<file path="src/rtl/core/pbdq_pkg.sv">
// Packed band dequantizer: shared constants, types and helper functions.
// Used by every module of the block; depends on nothing else.
`timescale 1ns / 1ps

package pbdq_pkg;

  localparam int unsigned MAX_COEFFS  = 128;
  localparam int unsigned BYTE_BITS   = 8;
  localparam int unsigned MAX_RESULTS = 4;
  localparam int unsigned BUF_W       = 12;
  localparam int unsigned HELD_W      = 4;
  localparam int unsigned CODE_W      = 5;
  localparam int unsigned WIDTH_W     = 3;
  localparam int unsigned BIAS_W      = 4;
  localparam int unsigned SCALE_W     = 32;
  localparam int unsigned COUNT_W     = 8;
  localparam int unsigned COEFF_W     = 38;
  localparam int unsigned DIFF_W      = 6;
  localparam int unsigned STEP_W      = 2;
  localparam int unsigned QDEPTH      = 4;
  localparam int unsigned QPTR_W      = 2;
  localparam int unsigned QCNT_W      = 3;
  localparam int unsigned CFG_IDX_W   = 2;
  localparam int unsigned CFG_DATA_W  = 32;

  localparam logic [WIDTH_W-1:0] MIN_WIDTH = 3'd2;
  localparam logic [WIDTH_W-1:0] MAX_WIDTH = 3'd5;

  typedef enum logic [CFG_IDX_W-1:0] {
    REG_CODE_WIDTH   = 2'd0,
    REG_SIGN_BIAS    = 2'd1,
    REG_SCALE_FACTOR = 2'd2,
    REG_COEFF_COUNT  = 2'd3
  } reg_index_t;

  typedef struct packed {
    logic [WIDTH_W-1:0] code_width;
    logic [BIAS_W-1:0]  sign_bias;
    logic [SCALE_W-1:0] scale_factor;
    logic [COUNT_W-1:0] coeff_count;
  } cfg_t;

  typedef struct packed {
    logic [CODE_W-1:0] code;
    logic              last;
  } code_entry_t;

  typedef struct packed {
    logic              busy;
    logic [HELD_W-1:0] held;
  } front_status_t;

  function automatic logic [WIDTH_W-1:0] eff_width(input logic [WIDTH_W-1:0] w);
    logic [WIDTH_W-1:0] r;
    r = w;
    if (w < MIN_WIDTH) r = MIN_WIDTH;
    if (w > MAX_WIDTH) r = MAX_WIDTH;
    return r;
  endfunction

  function automatic logic [COUNT_W-1:0] eff_count(input logic [COUNT_W-1:0] n);
    logic [COUNT_W-1:0] r;
    r = n;
    if (n == '0) r = COUNT_W'(1);
    if (n > COUNT_W'(MAX_COEFFS)) r = COUNT_W'(MAX_COEFFS);
    return r;
  endfunction

endpackage

</file>
<file path="src/rtl/core/packed_band_dequantizer_top.sv">
// Packed band dequantizer top level: config registers, front end, code queue, back end.
// Depends on pbdq_pkg, pbdq_front, pbdq_queue and pbdq_back.
//
//   channel | signals                                  | request moves
//   cfg     | cfg_valid, cfg_ready, cfg_index, cfg_data | one register write
//   in      | in_valid, in_stall, packed_byte          | one packed byte
//   out     | out_valid, out_stall, coefficient,       | one coefficient
//           | band_last                                |
//
// The front end splits off one code per cycle while the queue is not full; a byte yields
// 4 codes at 2-bit codes, 1 or 2 at 5-bit, always at least one; the next byte is taken
// in the cycle of the last code. A code passes the queue, s1 and the output register.
// Reset clears control state, the bit buffer and the band counter; cfg_ready is
// always high. out_stall holds the output register; the queue then fills and stalls in.
`timescale 1ns / 1ps

module packed_band_dequantizer_top (
  input  logic                                clk,
  input  logic                                rst,
  input  logic                                cfg_valid,
  output logic                                cfg_ready,
  input  logic [pbdq_pkg::CFG_IDX_W-1:0]      cfg_index,
  input  logic [pbdq_pkg::CFG_DATA_W-1:0]     cfg_data,
  input  logic                                in_valid,
  output logic                                in_stall,
  input  logic [7:0]                          packed_byte,
  output logic                                out_valid,
  input  logic                                out_stall,
  output logic signed [37:0]                  coefficient,
  output logic                                band_last
);
  import pbdq_pkg::*;

  cfg_t          cfg;
  code_entry_t   push_entry;
  code_entry_t   pop_entry;
  front_status_t front_st;
  logic          push;
  logic          pop;
  logic          q_full;
  logic          q_nonempty;

  assign cfg_ready = 1'b1;

  always_ff @(posedge clk) begin
    if (rst) begin
      cfg.code_width   <= WIDTH_W'(5);
      cfg.sign_bias    <= BIAS_W'(15);
      cfg.scale_factor <= SCALE_W'(16777216);
      cfg.coeff_count  <= COUNT_W'(MAX_COEFFS);
    end else if (cfg_valid && cfg_ready) begin
      unique case (reg_index_t'(cfg_index))
        REG_CODE_WIDTH:   cfg.code_width   <= cfg_data[WIDTH_W-1:0];
        REG_SIGN_BIAS:    cfg.sign_bias    <= cfg_data[BIAS_W-1:0];
        REG_SCALE_FACTOR: cfg.scale_factor <= cfg_data[SCALE_W-1:0];
        REG_COEFF_COUNT:  cfg.coeff_count  <= cfg_data[COUNT_W-1:0];
        default:          cfg              <= cfg;
      endcase
    end
  end

  pbdq_front u_front (
    .clk         (clk),
    .rst         (rst),
    .cfg         (cfg),
    .in_valid    (in_valid),
    .in_stall    (in_stall),
    .packed_byte (packed_byte),
    .push        (push),
    .push_entry  (push_entry),
    .q_full      (q_full),
    .status      (front_st)
  );

  pbdq_queue u_queue (
    .clk        (clk),
    .rst        (rst),
    .push       (push),
    .push_entry (push_entry),
    .full       (q_full),
    .pop        (pop),
    .pop_entry  (pop_entry),
    .nonempty   (q_nonempty)
  );

  pbdq_back u_back (
    .clk         (clk),
    .rst         (rst),
    .cfg         (cfg),
    .nonempty    (q_nonempty),
    .pop_entry   (pop_entry),
    .pop         (pop),
    .out_valid   (out_valid),
    .out_stall   (out_stall),
    .coefficient (coefficient),
    .band_last   (band_last)
  );

  a_no_overflow: assert property (@(posedge clk) disable iff (rst)
    !(push && q_full))
    else $error("code pushed into a full queue");

  a_idle_held: assert property (@(posedge clk) disable iff (rst)
    !front_st.busy |-> front_st.held <= HELD_W'(4))
    else $error("more than four bits held between bytes");

  a_band_flush: assert property (@(posedge clk) disable iff (rst)
    push && push_entry.last && !(in_valid && !in_stall)
    |=> !front_st.busy && front_st.held == '0)
    else $error("bits kept after band end");

  a_reset_idle: assert property (@(posedge clk)
    $past(rst) |-> !out_valid && !in_stall)
    else $error("block not idle after reset");

endmodule

</file>
<file path="src/rtl/core/pbdq_front.sv">
// Front end (depends on pbdq_pkg): takes packed bytes into the bit buffer, splits off
// one code per cycle unless the queue is full; tracks band position, marks its last code.
`timescale 1ns / 1ps

module pbdq_front (
  input  logic                    clk,
  input  logic                    rst,
  input  pbdq_pkg::cfg_t          cfg,
  input  logic                    in_valid,
  output logic                    in_stall,
  input  logic [7:0]              packed_byte,
  output logic                    push,
  output pbdq_pkg::code_entry_t   push_entry,
  input  logic                    q_full,
  output pbdq_pkg::front_status_t status
);
  import pbdq_pkg::*;

  logic [BUF_W-1:0]   bit_buffer;
  logic [HELD_W-1:0]  bits_held;
  logic [COUNT_W-1:0] coeffs_done;
  logic [STEP_W-1:0]  step_count;
  logic               busy;

  logic [WIDTH_W-1:0] w;
  logic [COUNT_W-1:0] n;
  logic [CODE_W-1:0]  mask;
  logic [CODE_W-1:0]  code;
  logic [BUF_W-1:0]   buf_shift;
  logic [HELD_W-1:0]  held_sub;
  logic [COUNT_W-1:0] done_inc;
  logic               last;
  logic               ext;
  logic               more;
  logic               accept;
  logic [BUF_W-1:0]   buf_rem;
  logic [HELD_W-1:0]  held_rem;
  logic [COUNT_W-1:0] done_rem;
  logic [BUF_W-1:0]   base_buf;
  logic [HELD_W-1:0]  base_held;
  logic [BUF_W-1:0]   bit_buffer_next;
  logic [HELD_W-1:0]  bits_held_next;
  logic [COUNT_W-1:0] coeffs_done_next;

  always_comb begin
    w         = eff_width(cfg.code_width);
    n         = eff_count(cfg.coeff_count);
    mask      = CODE_W'((6'd1 << w) - 6'd1);
    code      = bit_buffer[CODE_W-1:0] & mask;
    buf_shift = bit_buffer >> w;
    held_sub  = bits_held - HELD_W'(w);
    done_inc  = coeffs_done + COUNT_W'(1);
    last      = (done_inc >= n);
    ext       = busy && !q_full;
    more      = !last && (held_sub >= HELD_W'(w)) &&
                (step_count != STEP_W'(MAX_RESULTS - 1));
    buf_rem   = last ? '0 : buf_shift;
    held_rem  = last ? '0 : held_sub;
    done_rem  = last ? '0 : done_inc;
    base_buf  = ext ? buf_rem : bit_buffer;
    base_held = ext ? held_rem : bits_held;
    in_stall  = busy && !(ext && !more);
    accept    = in_valid && !in_stall;

    bit_buffer_next  = base_buf | (BUF_W'(packed_byte) << base_held);
    bits_held_next   = base_held + HELD_W'(BYTE_BITS);
    coeffs_done_next = ext ? done_rem : coeffs_done;
  end

  always_ff @(posedge clk) begin
    if (rst) begin
      bit_buffer  <= '0;
      bits_held   <= '0;
      coeffs_done <= '0;
      step_count  <= '0;
      busy        <= 1'b0;
    end else if (accept) begin
      bit_buffer  <= bit_buffer_next;
      bits_held   <= bits_held_next;
      coeffs_done <= coeffs_done_next;
      step_count  <= '0;
      busy        <= 1'b1;
    end else if (ext) begin
      bit_buffer  <= buf_rem;
      bits_held   <= held_rem;
      coeffs_done <= done_rem;
      step_count  <= step_count + STEP_W'(1);
      busy        <= more;
    end
  end

  assign push            = ext;
  assign push_entry.code = code;
  assign push_entry.last = last;
  assign status.busy     = busy;
  assign status.held     = bits_held;

endmodule

</file>
<file path="src/rtl/core/pbdq_queue.sv">
// Short code queue between the front end and the multiply back end.
// Four entries of code plus band-end flag. Depends on pbdq_pkg.
`timescale 1ns / 1ps

module pbdq_queue (
  input  logic                  clk,
  input  logic                  rst,
  input  logic                  push,
  input  pbdq_pkg::code_entry_t push_entry,
  output logic                  full,
  input  logic                  pop,
  output pbdq_pkg::code_entry_t pop_entry,
  output logic                  nonempty
);
  import pbdq_pkg::*;

  code_entry_t       entries [QDEPTH];
  logic [QPTR_W-1:0] wr_ptr;
  logic [QPTR_W-1:0] rd_ptr;
  logic [QCNT_W-1:0] count;

  assign full      = (count == QCNT_W'(QDEPTH));
  assign nonempty  = (count != '0);
  assign pop_entry = entries[rd_ptr];

  always_ff @(posedge clk) begin
    if (rst) begin
      wr_ptr <= '0;
      rd_ptr <= '0;
      count  <= '0;
    end else begin
      if (push) wr_ptr <= wr_ptr + QPTR_W'(1);
      if (pop) rd_ptr <= rd_ptr + QPTR_W'(1);
      priority if (push && !pop) begin
        count <= count + QCNT_W'(1);
      end else if (pop && !push) begin
        count <= count - QCNT_W'(1);
      end else begin
        count <= count;
      end
    end
  end

  always_ff @(posedge clk) begin
    if (push) entries[wr_ptr] <= push_entry;
  end

endmodule

</file>
<file path="src/rtl/core/pbdq_back.sv">
// Back end: removes the bias, multiplies by the Q8.24 scale and holds the result.
// Two stages with an output register; depends on pbdq_pkg.
`timescale 1ns / 1ps

module pbdq_back (
  input  logic                  clk,
  input  logic                  rst,
  input  pbdq_pkg::cfg_t        cfg,
  input  logic                  nonempty,
  input  pbdq_pkg::code_entry_t pop_entry,
  output logic                  pop,
  output logic                  out_valid,
  input  logic                  out_stall,
  output logic signed [37:0]    coefficient,
  output logic                  band_last
);
  import pbdq_pkg::*;

  logic                      s1_valid;
  logic signed [DIFF_W-1:0]  s1_diff;
  logic                      s1_last;
  logic signed [DIFF_W-1:0]  diff_next;
  logic signed [COEFF_W-1:0] coefficient_next;
  logic                      adv_out;
  logic                      s1_load;

  always_comb begin
    adv_out          = !out_valid || !out_stall;
    s1_load          = !s1_valid || adv_out;
    pop              = nonempty && s1_load;
    diff_next        = $signed({1'b0, pop_entry.code}) - $signed(DIFF_W'(cfg.sign_bias));
    coefficient_next = COEFF_W'(s1_diff) * COEFF_W'($signed(cfg.scale_factor));
  end

  always_ff @(posedge clk) begin
    if (rst) begin
      s1_valid  <= 1'b0;
      out_valid <= 1'b0;
    end else begin
      if (s1_load) s1_valid <= pop;
      if (adv_out) out_valid <= s1_valid;
    end
  end

  always_ff @(posedge clk) begin
    if (pop) begin
      s1_diff <= diff_next;
      s1_last <= pop_entry.last;
    end
    if (adv_out && s1_valid) begin
      coefficient <= coefficient_next;
      band_last   <= s1_last;
    end
  end

endmodule
</file>
<file path="config.mk">
export PLATFORM = sky130hd
export DESIGN_NAME = packed_band_dequantizer_top
export DESIGN_NICKNAME = d
export VERILOG_FILES = /design/src/rtl/core/pbdq_pkg.sv /design/src/rtl/core/packed_band_dequantizer_top.sv /design/src/rtl/core/pbdq_front.sv /design/src/rtl/core/pbdq_queue.sv /design/src/rtl/core/pbdq_back.sv
export SDC_FILE = /design/constraint.sdc
export NUM_CORES = 1
export LEC_CHECK = 0
export BUFFER_PORTS_ARGS = -buffer_cell sky130_fd_sc_hd__buf_2
export CORE_MARGIN = 4
export CORE_UTILIZATION = 35
export DETAILED_ROUTE_END_ITERATION = 6
export PLACE_DENSITY = 0.49
export SETUP_SLACK_MARGIN = 0.4
export SYNTH_ARGS = -nofsm -noshare
export SYNTH_HDL_FRONTEND = slang
export SYNTH_SLANG_ARGS = --single-unit
</file>
<file path="constraint.sdc">
create_clock -name clk -period 8.4 [get_ports clk]
set_clock_uncertainty 0.1 [all_clocks]
set_input_delay 1.68 -clock clk [delete_from_list [all_inputs] [get_ports clk]]
set_output_delay 1.68 -clock clk [all_outputs]
set_load 0.01 [all_outputs]
</file>
After elaboration in Yosys (flattened, before gate mapping) --
Memories as Yosys holds them, arrays and structs flattened. A register that Yosys moved wholly into a read port is not among the register bits. Index checks and enable logic that the tools add are counted.
Cells by class: reduce and logical (&&, ||, !) cells 32, magnitude comparators 5, bitwise gates (word level) 2, $add $sub $neg 10, eq/ne operators 5, muxes and demuxes 19, shift-type cells 3, $mul 1
Operator list (count):
- 6-bit by 32-bit multiplier with 38-bit output | 1
- 12-bit two-way mux | 3
- 8-bit two-way mux | 3
- 3-bit two-way mux | 4
- 4-bit two-way mux | 3
- 12-bit bitwise OR | 1
- 8-bit by 4-bit << shifter with 12-bit output | 1
- 12-bit by 3-bit >> shifter with 12-bit output | 1
- 1-bit logical AND | 10
- 1-bit logical NOT | 10
- 8-bit by 1-bit adder with 8-bit output (second input constant) | 1
- 8-bit >= comparator | 1
- 8-bit greater-than comparator (second input constant) | 1
- 8-bit logical NOT | 1
- 2-bit AND reduction | 4
- 2-bit by 1-bit adder with 2-bit output (second input constant) | 3
- 5-bit by 4-bit subtractor with 6-bit output | 1
- 5-bit AND | 1
- 1-bit by 3-bit << shifter with 5-bit output (first input constant) | 1
- 5-bit by 1-bit subtractor with 5-bit output (second input constant) | 1
- 4-bit adder (second input constant) | 1
- 2-bit equality test (second input constant) | 2
- 4-bit by 3-bit >= comparator with 1-bit output | 1
- 1-bit two-way mux | 4
- 14 further kinds | 17
Word-level totals: word-level logic and storage cells 96, memory bits (writable) 24, memories 1, output and inout port bits 42, register bits after elaboration 129, input port bits 47
Memories:
- u_queue.entries | depth 4, width 6, read ports 1, clocked after Yosys merged registers in 1, wr ports 1, line pbdq_queue.sv:17 | code_entry_t entries [QDEPTH];

Longest topological paths before layout --
Gate-level depths: netlist (run 1).
word-level depth 14, depth in mapped cells 19, gate-level depth less buffers 18

Hierarchy --
A second synthesis (run 1) with hierarchy kept.
Second synthesis, totals: cell total of the unflattened synthesis 1376, area total of the unflattened synthesis 13893.3 um^2
By module, submodules not included:
- pbdq_back | cells an instance 769, area each 7945.1 um^2, times used 1, seq. area each 1421.4 um^2
- pbdq_front | cells an instance 335, area each 2632.5 um^2, times used 1, seq. area each 540.5 um^2
- packed_band_dequantizer_top | cells an instance 197, area each 2016.9 um^2, times used 1, seq. area each 940.9 um^2
- pbdq_queue | cells an instance 75, area each 1298.7 um^2, times used 1, seq. area each 900.9 um^2

Worst setup path after synthesis (run 1) --
OpenSTA, ideal clock, no wires.
path kind input port to flip-flop, start point input out_stall, end point register u_back.band_last (enable), path buffers 0, data required time 7.805 ns, library setup time 0.495 ns, slack 3.247 ns, data arrival time 4.558 ns, cell stages on the path 1, path through a21boi_0
Between the ends: longest elaborated chain between the ends 3
Ends and longest elaborated chain:
- from (decl) | line packed_band_dequantizer_top.sv:28 | input logic out_stall,
- 1-bit logical NOT | line pbdq_back.sv:28 | adv_out = !out_valid || !out_stall;
- 1-bit logical OR | line pbdq_back.sv:28
- 1-bit logical AND | line pbdq_back.sv:50 | if (adv_out && s1_valid) begin
- to (signal assigned) | line pbdq_back.sv:52 | band_last <= s1_last;
- to (decl) | line pbdq_back.sv:15 | output logic band_last
Every way passes these cells. A chain may end at the register's enable or synchronous reset.

Final worst setup path (run 1) --
start point register u_back.s1_diff[5], end point register u_back.coefficient[37] (data pin)
Between the ends: longest elaborated chain between the ends 1
Ends and longest elaborated chain:
- from (decl) | line pbdq_back.sv:20 | logic signed [DIFF_W-1:0] s1_diff;
- from (signal assigned) | line pbdq_back.sv:47 | s1_diff <= diff_next;
- 6-bit by 32-bit multiplier with 38-bit output | line pbdq_back.sv:32 | coefficient_next = COEFF_W'(s1_diff) * COEFF_W'($signed(cfg.scale_factor));
- via u_back.coefficient_next[37] | line pbdq_back.sv:23 | logic signed [COEFF_W-1:0] coefficient_next;
- to (signal assigned) | line pbdq_back.sv:51 | coefficient <= coefficient_next;
- to (decl) | line pbdq_back.sv:14 | output logic signed [37:0] coefficient,
The timed path passes the listed nets, and every way through them passes these cells.

==> flow_summary.json, run 1 <==
{
  "ys_warn_count": 0,
  "power_switching_mw": 2.11,
  "critPathSlowestCell": "inv_1",
  "dpl.hpwl_um": 24900,
  "grt_pass1_vias": 10107,
  "crit_top_cell": "fa_1",
  "powerDensity_nw_per_um2": 319,
  "cap_violations": 0,
  "finalHoldViolCount": 0,
  "io_buffers": 87,
  "synth-main-ff-cell": "dfxtp_1",
  "clockPowerShare_pct": 16.7,
  "clkLatencyLatePin_ps": 440,
  "tightest_slew_ps": 1020,
  "grt_max_degree": 82,
  "clockBufferDepth": 2,
  "clkTransAtPathRegs_ps": 70,
  "area_delta_synth_final_pct": 11.4,
  "io_pins": 89,
  "synth_cell_types": 80,
  "row_count": 70,
  "setup_viol": 0,
  "grt_antenna_before_repair": 3,
  "critical_path.endpoint_type": "register",
  "ys_seq_area_share_pct": 28.7,
  "cts.sinks": 155,
  "final_cells": 1927,
  "placedCellCount": 1895,
  "startpoint_type": "register",
  "totalWireLength_um": 33000,
  "numCtsBuffers": 17,
  "finalMaxSlewViolations": 0,
  "swShare_pct": 44.9,
  "initialDrtViolationCount": 461,
  "worstPathCellList": "inv_1 -> nor2_1 -> fa_1 -> fa_1 -> fa_1 -> ha_1 -> ha_1 -> a21oi_1 -> o21ai_0 -> a221oi_1 -> a2111oi_0 -> o41ai_2 -> nor2_1 -> a211oi_1",
  "min_period_ps": 6230,
  "drive_above_1_share_pct": 11.1,
  "cts_resized": 0,
  "gp_congestion": 0.824,
  "grtUsageTotal_pct": 16.4,
  "grt_pass1_wl_um": 54400,
  "run_status": "finished clean",
  "worst_ep_arrival_time_ps": 6400,
  "dieWidth_um": 202,
  "avgSynthCellArea_um2": 9.78,
  "final_nets": 1689,
  "crit_path_max_incr_delay_ps": 780,
  "ant_nets": 0,
  "cts_tree": "done",
  "dr_total_vias": 9882,
  "leakagePower_nw": 6.42,
  "grt_overflow": 0,
  "chipHeight_um": 202,
  "htree_levels": 4,
  "fin_setup_tns_ps": 0,
  "holdWs_ps": 373,
  "post-cts-setup-buffer-count": 0,
  "ir_worst_vdd_v": 0.000165,
  "crit_type": "reg -> reg",
  "critPathMaxFanout": 30,
  "diodes": 0,
  "initial_core_util_pct": 35.8,
  "worstHoldPathType": "reg -> reg",
  "p_int_mw": 2.59,
  "synthArstFlopShare_pct": 0,
  "root_buffer": "clkbuf_16",
  "fin_crit_sh_pct": 74.2,
  "synth-edff-count": 70,
  "postCtsHoldBufs": 0,
  "power_frac_comb_pct": 57.3,
  "dr.pass1.iters": 5,
  "drc": 0,
  "rsz0062_at_grt": "no",
  "syn_area_um2": 13200,
  "fmax_ghz": 0.161,
  "synthCells": 1354,
  "dieArea_um2": 41000,
  "ys_ff_latch": 155,
  "power_frac_seq_pct": 26.1,
  "vias_per_cell": 5.13,
  "max-slew-margin-rel_pct": 32.2,
  "cp_data_required_time_ps": 8570,
  "routedWlPerCell_um": 17.1,
  "coreArea_um2": 37000
}
## logic make-up (layout without fill, tap and decap cells)
family          count (synthesis)  after routing  share of synthesized area, %
flops                         155            155                          28.7
simple gates                  480            480                          18.7
compound gates                275            275                          13.6
other cells                     1              3                        0.0283
fa+ha+maj                     233            233                          29.6
xor+xnor                       48             48                          3.18
buf+inv                       142            209                          4.13
mux                            20             20                          2.11
## area by class of cell
| type | instances | area (um2) |
|---|---|---|
| inverters | 80 | 300 |
| fillers | 3725 | 22200 |
| repair buffers | 97 | 510 |
| well taps | 504 | 631 |
| clock inverters | 14 | 158 |
| clock buffers | 18 | 429 |
| multi-input cells | 1059 | 8910 |
| flip-flops and latches | 155 | 3800 |
## layer usage
layer	vias up	routed length, um	track usage (%)
met4	6	452	3.20
met5	-	33	0
met3	27	1220	3.51
met2	150	16000	28.0
li1	4788	-	-
met1	4911	15300	21.7
## synth_stat cells (all sizes together) (3+ instances only)
cell	n	area share (%)
a2111oi	7	0.51
a211o	4	0.27
a211oi	16	0.91
a21o	11	0.63
a21oi	105	4.1
a22oi	5	0.28
a31oi	16	0.76
and2	155	7.3
and3	18	0.85
and4	6	0.40
buf	12	0.44
clkbuf	50	1.4
dfxtp	85	13
edfxtp	70	16
fa	133	20
ha	99	9.4
inv	80	2.3
mux2	3	0.26
mux2i	11	0.83
mux4	6	1.0
nand2	136	3.9
nand2b	12	0.57
nand3	27	1.0
nand3b	4	0.23
nand4	10	0.47
nor2	73	2.1
nor2b	8	0.43
nor3	18	0.68
nor3b	4	0.26
o211ai	18	1.1
o21a	10	0.58
o21ai	38	1.5
o21bai	8	0.45
o311ai	4	0.26
o31a	4	0.26
o31ai	4	0.30
or3	3	0.14
xnor2	32	2.1
xor2	16	1.1
## power by group through the flow
stage / Sequential [mW] / Combinational (mW) / Clock (mW)
after floorplan: 1.21 / 2.03 / 0
after global placement: 1.24 / 2.69 / 0
after detailed placement: 1.25 / 2.72 / 0
after CTS: 1.23 / 2.73 / 0.815
after global routing: 1.26 / 3.09 / 0.845
final: 1.22 / 2.69 / 0.784
## per-stage QoR
stage	instance area (um2)	utilization [%]	setup slack [ps]	total power, mW
finish	14700	39.9	2170	4.70
global route	14700	39.9	1730	5.19
CTS	14700	39.9	2030	4.78
detailed placement	14200	38.3	1990	3.96
global placement	14200	38.3	2140	3.93
floorplan	13200	-	3250	3.24
## critical path: cells and delay by family, from the launching register on
| kind | cells | cell delay [ps] |
|---|---|---|
| fa+ha+maj | 5 | 2270 |
| compound gates | 6 | 2170 |
| buf+inv | 1 | 780 |
| flops | 1 | 480 |
| simple gates | 2 | 260 |
## cells in the final DEF (no fill, tap or decap), types with 11 or more instances in the layout
| cell | n |
|---|---|
| o21ai_0 | 35 |
| edfxtp_1 | 70 |
| mux2i_1 | 11 |
| and2_1 | 155 |
| fa_1 | 133 |
| nand2b_1 | 12 |
| nor3_1 | 18 |
| clkbuf_16 | 17 |
| a211oi_1 | 16 |
| dfxtp_1 | 85 |
| xnor2_1 | 32 |
| ha_1 | 99 |
| buf_2 | 87 |
| o211ai_1 | 17 |
| nand3_1 | 27 |
| and3_1 | 18 |
| a21oi_1 | 104 |
| nor2_1 | 72 |
| nand2_1 | 136 |
| a31oi_1 | 16 |
| inv_1 | 78 |
| xor2_1 | 16 |
## registers in the layout (all words and copies together) (netlist names), 2 cells and up, named ones only
signal               cells
cfg                     47
u_back.coefficient      38
u_queue.entries         24
u_front.bit_buffer      12
u_front.coeffs_done      8
u_back.s1_diff           6
u_front.bits_held        4
u_queue.count            3
u_front.step_count       2
u_queue.rd_ptr           2
u_queue.wr_ptr           2
## path summary, 6_finish.rpt
kind,startpoint,endpoint,slack [ps],depth (start not counted)
setup / recovery,u_back.s1_diff[5],u_back.coefficient[37],2170,14
setup reg to reg,u_back.s1_diff[5],u_back.coefficient[37],2170,14
hold reg to reg,u_front.coeffs_done[7],u_front.coeffs_done[7],370,2
hold / removal,u_front.coeffs_done[7],u_front.coeffs_done[7],370,2
Power figures use the tool's default switching activity.
==> inputs of run 2 (changes only) <==
- clock period: 8.4 -> 6.4 ns (I/O delays scaled with it)
==> flow_summary.json, run 2 (synthesis gave the netlist of run 1 again) <==
{
  "biggestRegsByFlops": "cfg (47), u_back.coefficient (38), u_queue.entries (24)",
  "cts_resized": 0,
  "run_status": "finished clean",
  "holdWs_ps": 360,
  "clockBufferDepth": 2,
  "n_fill_cell": 3725,
  "final_nets": 1697,
  "routedWlPerCell_um": 17.3,
  "layout_commonest_cell": "and2_1",
  "drc": 0,
  "critical_path.endpoint_type": "register",
  "rr_startpoint": "u_back.s1_diff[0]",
  "min_from": "cfg[0]",
  "min_period_ps": 5580,
  "root_buffer": "clkbuf_16",
  "ant_nets": 0,
  "leakagePower_nw": 6.47,
  "fin_setup_tns_ps": 0,
  "clkTransAtPathRegs_ps": 70,
  "cp_data_required_time_ps": 6540,
  "dr_total_vias": 9938,
  "fmax_ghz": 0.179,
  "cts_tree": "done",
  "vias_per_cell": 5.14,
  "dpl.hpwl_um": 25400,
  "finalMaxSlewViolations": 0,
  "rsz0062_at_grt": "no",
  "startpoint_type": "register",
  "grt_pass1_wl_um": 54700,
  "fin_ws_ps": 816,
  "grt_antenna_before_repair": 3,
  "row_count": 70,
  "cts.sinks": 155,
  "totalWireLength_um": 33400,
  "clkLatencyLatePin_ps": 450,
  "coreArea_um2": 37000,
  "postCtsHoldBufs": 0,
  "io_buffers": 87,
  "drive_above_1_share_pct": 11.9,
  "grtUsageTotal_pct": 16.6,
  "worstSetupStartpoint": "u_back.s1_diff[0]",
  "initial_core_util_pct": 35.8,
  "worstHoldPathType": "reg -> reg",
  "post-cts-setup-buffer-count": 0,
  "numCtsBuffers": 17,
  "top_register": "cfg",
  "place_ws_ps": 604,
  "p_total_mw": 6.23,
  "utilization_pct": 40.1,
  "worst_ep_arrival_time_ps": 5720,
  "grt_max_degree": 49,
  "max-slew-margin-rel_pct": 38.1,
  "diodes": 0,
  "htree_levels": 4,
  "cap_violations": 0,
  "grt_overflow": 0,
  "finalHoldViolCount": 0,
  "crit_type": "reg -> reg",
  "dieWidth_um": 202,
  "fin_crit_sh_pct": 87.2,
  "grt_pass1_vias": 10177,
  "dieArea_um2": 41000,
  "final_cell_mix": "and2_1, nand2_1, fa_1, a21oi_1, ha_1",
  "chipHeight_um": 202,
  "ir_worst_vdd_v": 0.000213,
  "initialDrtViolationCount": 477,
  "io_pins": 89,
  "dr.pass1.iters": 5,
  "gp_congestion": 0.823,
  "setup_viol": 0,
  "tightest_slew_ps": 925,
  "powerDensity_nw_per_um2": 421,
  "largest_register_ffs": 47,
  "critPathMaxFanout": 11,
  "area_delta_synth_final_pct": 12.0
}
[run 2: cell types whose count changed in the layout (fill, tap and decap cells not counted), sizes merged]
| cell | delta |
|---|---|
| clkbuf | -1 |
| clkinvlp | +2 |
| inv | -1 |
| buf | +8 |
[run 2: path summary, 6_finish.rpt]
check / endpoint / slack, ps / cells after the start
worst min register to register: cfg[0] / 360 / 2
worst max register to register: u_back.coefficient[32] / 820 / 18
worst max-delay path: u_back.coefficient[32] / 820 / 18
worst min-delay path: cfg[0] / 360 / 2
[run 2: area by class of cell]
type                    count  area [um2]  share of cell area, %
well taps                 504         631                   4.25
flip-flops and latches    155        3800                   25.7
inverters                  80         304                   2.05
clock buffers              17         425                   2.87
multi-input cells        1059        8930                   60.2
clock inverters            15         160                   1.08
repair buffers            105         571                   3.85
[run 2: worst max-delay path, cell delays in order (launching register included)]
cell	delay, ps
edfxtp_1	380
buf_4	190
and2_1	170
fa_1	470
inv_1	50
fa_1	480
inv_1	60
fa_1	490
fa_1	580
inv_1	80
fa_1	490
nor2b_4	140
o31a_1	180
o31a_1	210
a222oi_1	90
buf_4	190
o31ai_2	480
a2111oi_0	190
a311oi_1	340
[run 2: report_power, final]
part / switching (mW) / total (mW) / internal (mW)
Sequential: 0.120 / 1.52 / 1.40
Combinational: 2.21 / 3.68 / 1.47
Clock: 0.485 / 1.04 / 0.551
Total: 2.81 / 6.23 / 3.42
[run 2: through the flow]
| step | instances | instance area [um2] |
|---|---|---|
| 2_1_floorplan | 1356 | 13200 |
| 3_3_place_gp | 1903 | 14200 |
| 3_5_place_dp | 1903 | 14200 |
| 4_1_cts | 1935 | 14800 |
| 5_1_grt | 1935 | 14800 |
| 6_report | 1935 | 14800 |
[run 2: metal layers]
layer / up-vias / share of wire (%) / global-route usage [%]
li1: 4809 / - / -
met1: 4943 / 47 / 22.2
met2: 149 / 48 / 27.9
met3: 31 / 3.4 / 3.08
met4: 6 / 1.4 / 4.10
met5: - / 0.13 / 0
==> inputs of run 3 (changes only) <==
- PLACE_DENSITY: 0.49 -> default
==> flow_summary.json, run 3 (synthesis gave the netlist of run 1 again) <==
{
  "place_ws_ps": 464,
  "largest_register_ffs": 47,
  "max-slew-margin-rel_pct": 42.0,
  "critPathMaxFanout": 17,
  "gp_congestion": 0.837,
  "totalWireLength_um": 32000,
  "grtUsageTotal_pct": 15.7,
  "coreArea_um2": 37000,
  "dpl.hpwl_um": 24300,
  "fin_setup_tns_ps": 0,
  "clockBufferDepth": 2,
  "cp_data_required_time_ps": 6470,
  "leakagePower_nw": 6.45,
  "initialDrtViolationCount": 452,
  "fmax_ghz": 0.180,
  "cts_tree": "done",
  "fin_ws_ps": 831,
  "final_cell_mix": "and2_1, nand2_1, fa_1, a21oi_1, ha_1",
  "layout_commonest_cell": "and2_1",
  "chipHeight_um": 202,
  "reg2reg_slack_ps": 830,
  "grt_overflow": 0,
  "critical_path.endpoint_type": "register",
  "hold_path_end": "cfg[0]",
  "post-cts-setup-buffer-count": 0,
  "ant_nets": 0,
  "diodes": 0,
  "drc": 0,
  "worst_ep_arrival_time_ps": 5640,
  "grt_antenna_before_repair": 3,
  "timing.rr.end": "u_back.coefficient[35]",
  "dr.pass1.iters": 7,
  "initial_core_util_pct": 35.8,
  "rr_startpoint": "u_back.s1_diff[5]",
  "startpoint_type": "register",
  "worstHoldPathType": "reg -> reg",
  "grt_max_degree": 44,
  "row_count": 70,
  "top_register": "cfg",
  "dieWidth_um": 202,
  "reg2regPathDepth": 14,
  "min_period_ps": 5570,
  "holdWs_ps": 363,
  "clkLatencyLatePin_ps": 440,
  "numCtsBuffers": 17,
  "min_path_cells": 2,
  "drive_above_1_share_pct": 11.5,
  "fin_crit_sh_pct": 87.0,
  "area_delta_synth_final_pct": 11.6,
  "grt_pass1_vias": 10038,
  "vias_per_cell": 5.19,
  "clkTransAtPathRegs_ps": 80,
  "crit_type": "reg -> reg",
  "cts.sinks": 155,
  "final_nets": 1693,
  "io_buffers": 87,
  "biggestRegsByFlops": "cfg (47), u_back.coefficient (38), u_queue.entries (24)",
  "setup_viol": 0,
  "min_from": "cfg[0]",
  "root_buffer": "clkbuf_16",
  "dieArea_um2": 41000,
  "dr_total_vias": 10030,
  "postCtsHoldBufs": 0,
  "run_status": "finished clean",
  "cap_violations": 0,
  "io_pins": 89,
  "tightest_slew_ps": 870,
  "grt_pass1_wl_um": 52700,
  "ir_worst_vdd_v": 0.000289,
  "cts_resized": 0,
  "finalMaxSlewViolations": 0,
  "routedWlPerCell_um": 16.6,
  "powerDensity_nw_per_um2": 417,
  "finalHoldViolCount": 0,
  "utilization_pct": 40.0,
  "rsz0062_at_grt": "no",
  "htree_levels": 4
}
-- run 3: layer usage --
metal | part of all wire [%] | GRT usage [%]
met4 | 1.1 | 2.72
met2 | 48 | 26.3
met5 | 0.10 | 0
met3 | 4.6 | 3.21
met1 | 46 | 21.5
-- run 3: worst max-delay path by stage --
stage / from / endpoint / cells past startpoint
2_1_floorplan: u_back.s1_diff[2] / u_back.coefficient[32] / 17
6_report: u_back.s1_diff[5] / u_back.coefficient[35] / 14
5_1_grt: u_back.s1_diff[5] / u_back.coefficient[37] / 15
4_1_cts: u_back.s1_diff[5] / u_back.coefficient[35] / 14
3_5_place_dp: u_back.s1_diff[5] / u_back.coefficient[35] / 14
3_3_place_gp: u_back.s1_diff[5] / u_back.coefficient[37] / 16
-- run 3: cell type report --
class | count | area (um2)
Timing Repair Buffer | 101 | 541
Clock buffer | 19 | 454
Tap cell | 504 | 631
Fill cell | 3707 | 22200
Inverter | 80 | 304
Sequential cell | 155 | 3800
Multi-Input combinational cell | 1059 | 8920
Clock inverter | 13 | 124
-- run 3: per-stage QoR --
stage | instances | total power, mW | instance area (um2)
after floorplan | 1356 | 4.25 | 13200
after global placement | 1899 | 5.13 | 14200
after detailed placement | 1899 | 5.18 | 14200
after CTS | 1931 | 6.23 | 14800
after global routing | 1931 | 6.76 | 14800
final | 1931 | 6.16 | 14800
-- run 3: report_power, final --
| group | leakage [nW] | internal (mW) | total, mW | switching (mW) |
|---|---|---|---|---|
| Combinational | 4.81 | 1.46 | 3.62 | 2.17 |
| Clock | 0.286 | 0.537 | 1.01 | 0.469 |
| Sequential | 1.35 | 1.40 | 1.53 | 0.124 |
| Total | 6.45 | 3.39 | 6.16 | 2.76 |
-- run 3: critical path, stage by stage, from the launching register on --
cell	delay, ps
edfxtp_1	470
clkinvlp_4	350
nor2_1	260
fa_1	450
fa_1	520
fa_1	490
ha_1	310
ha_1	410
a21oi_1	260
o21ai_0	160
a221oi_1	530
a2111oi_0	230
buf_4	200
o41ai_4	380
o211ai_1	180
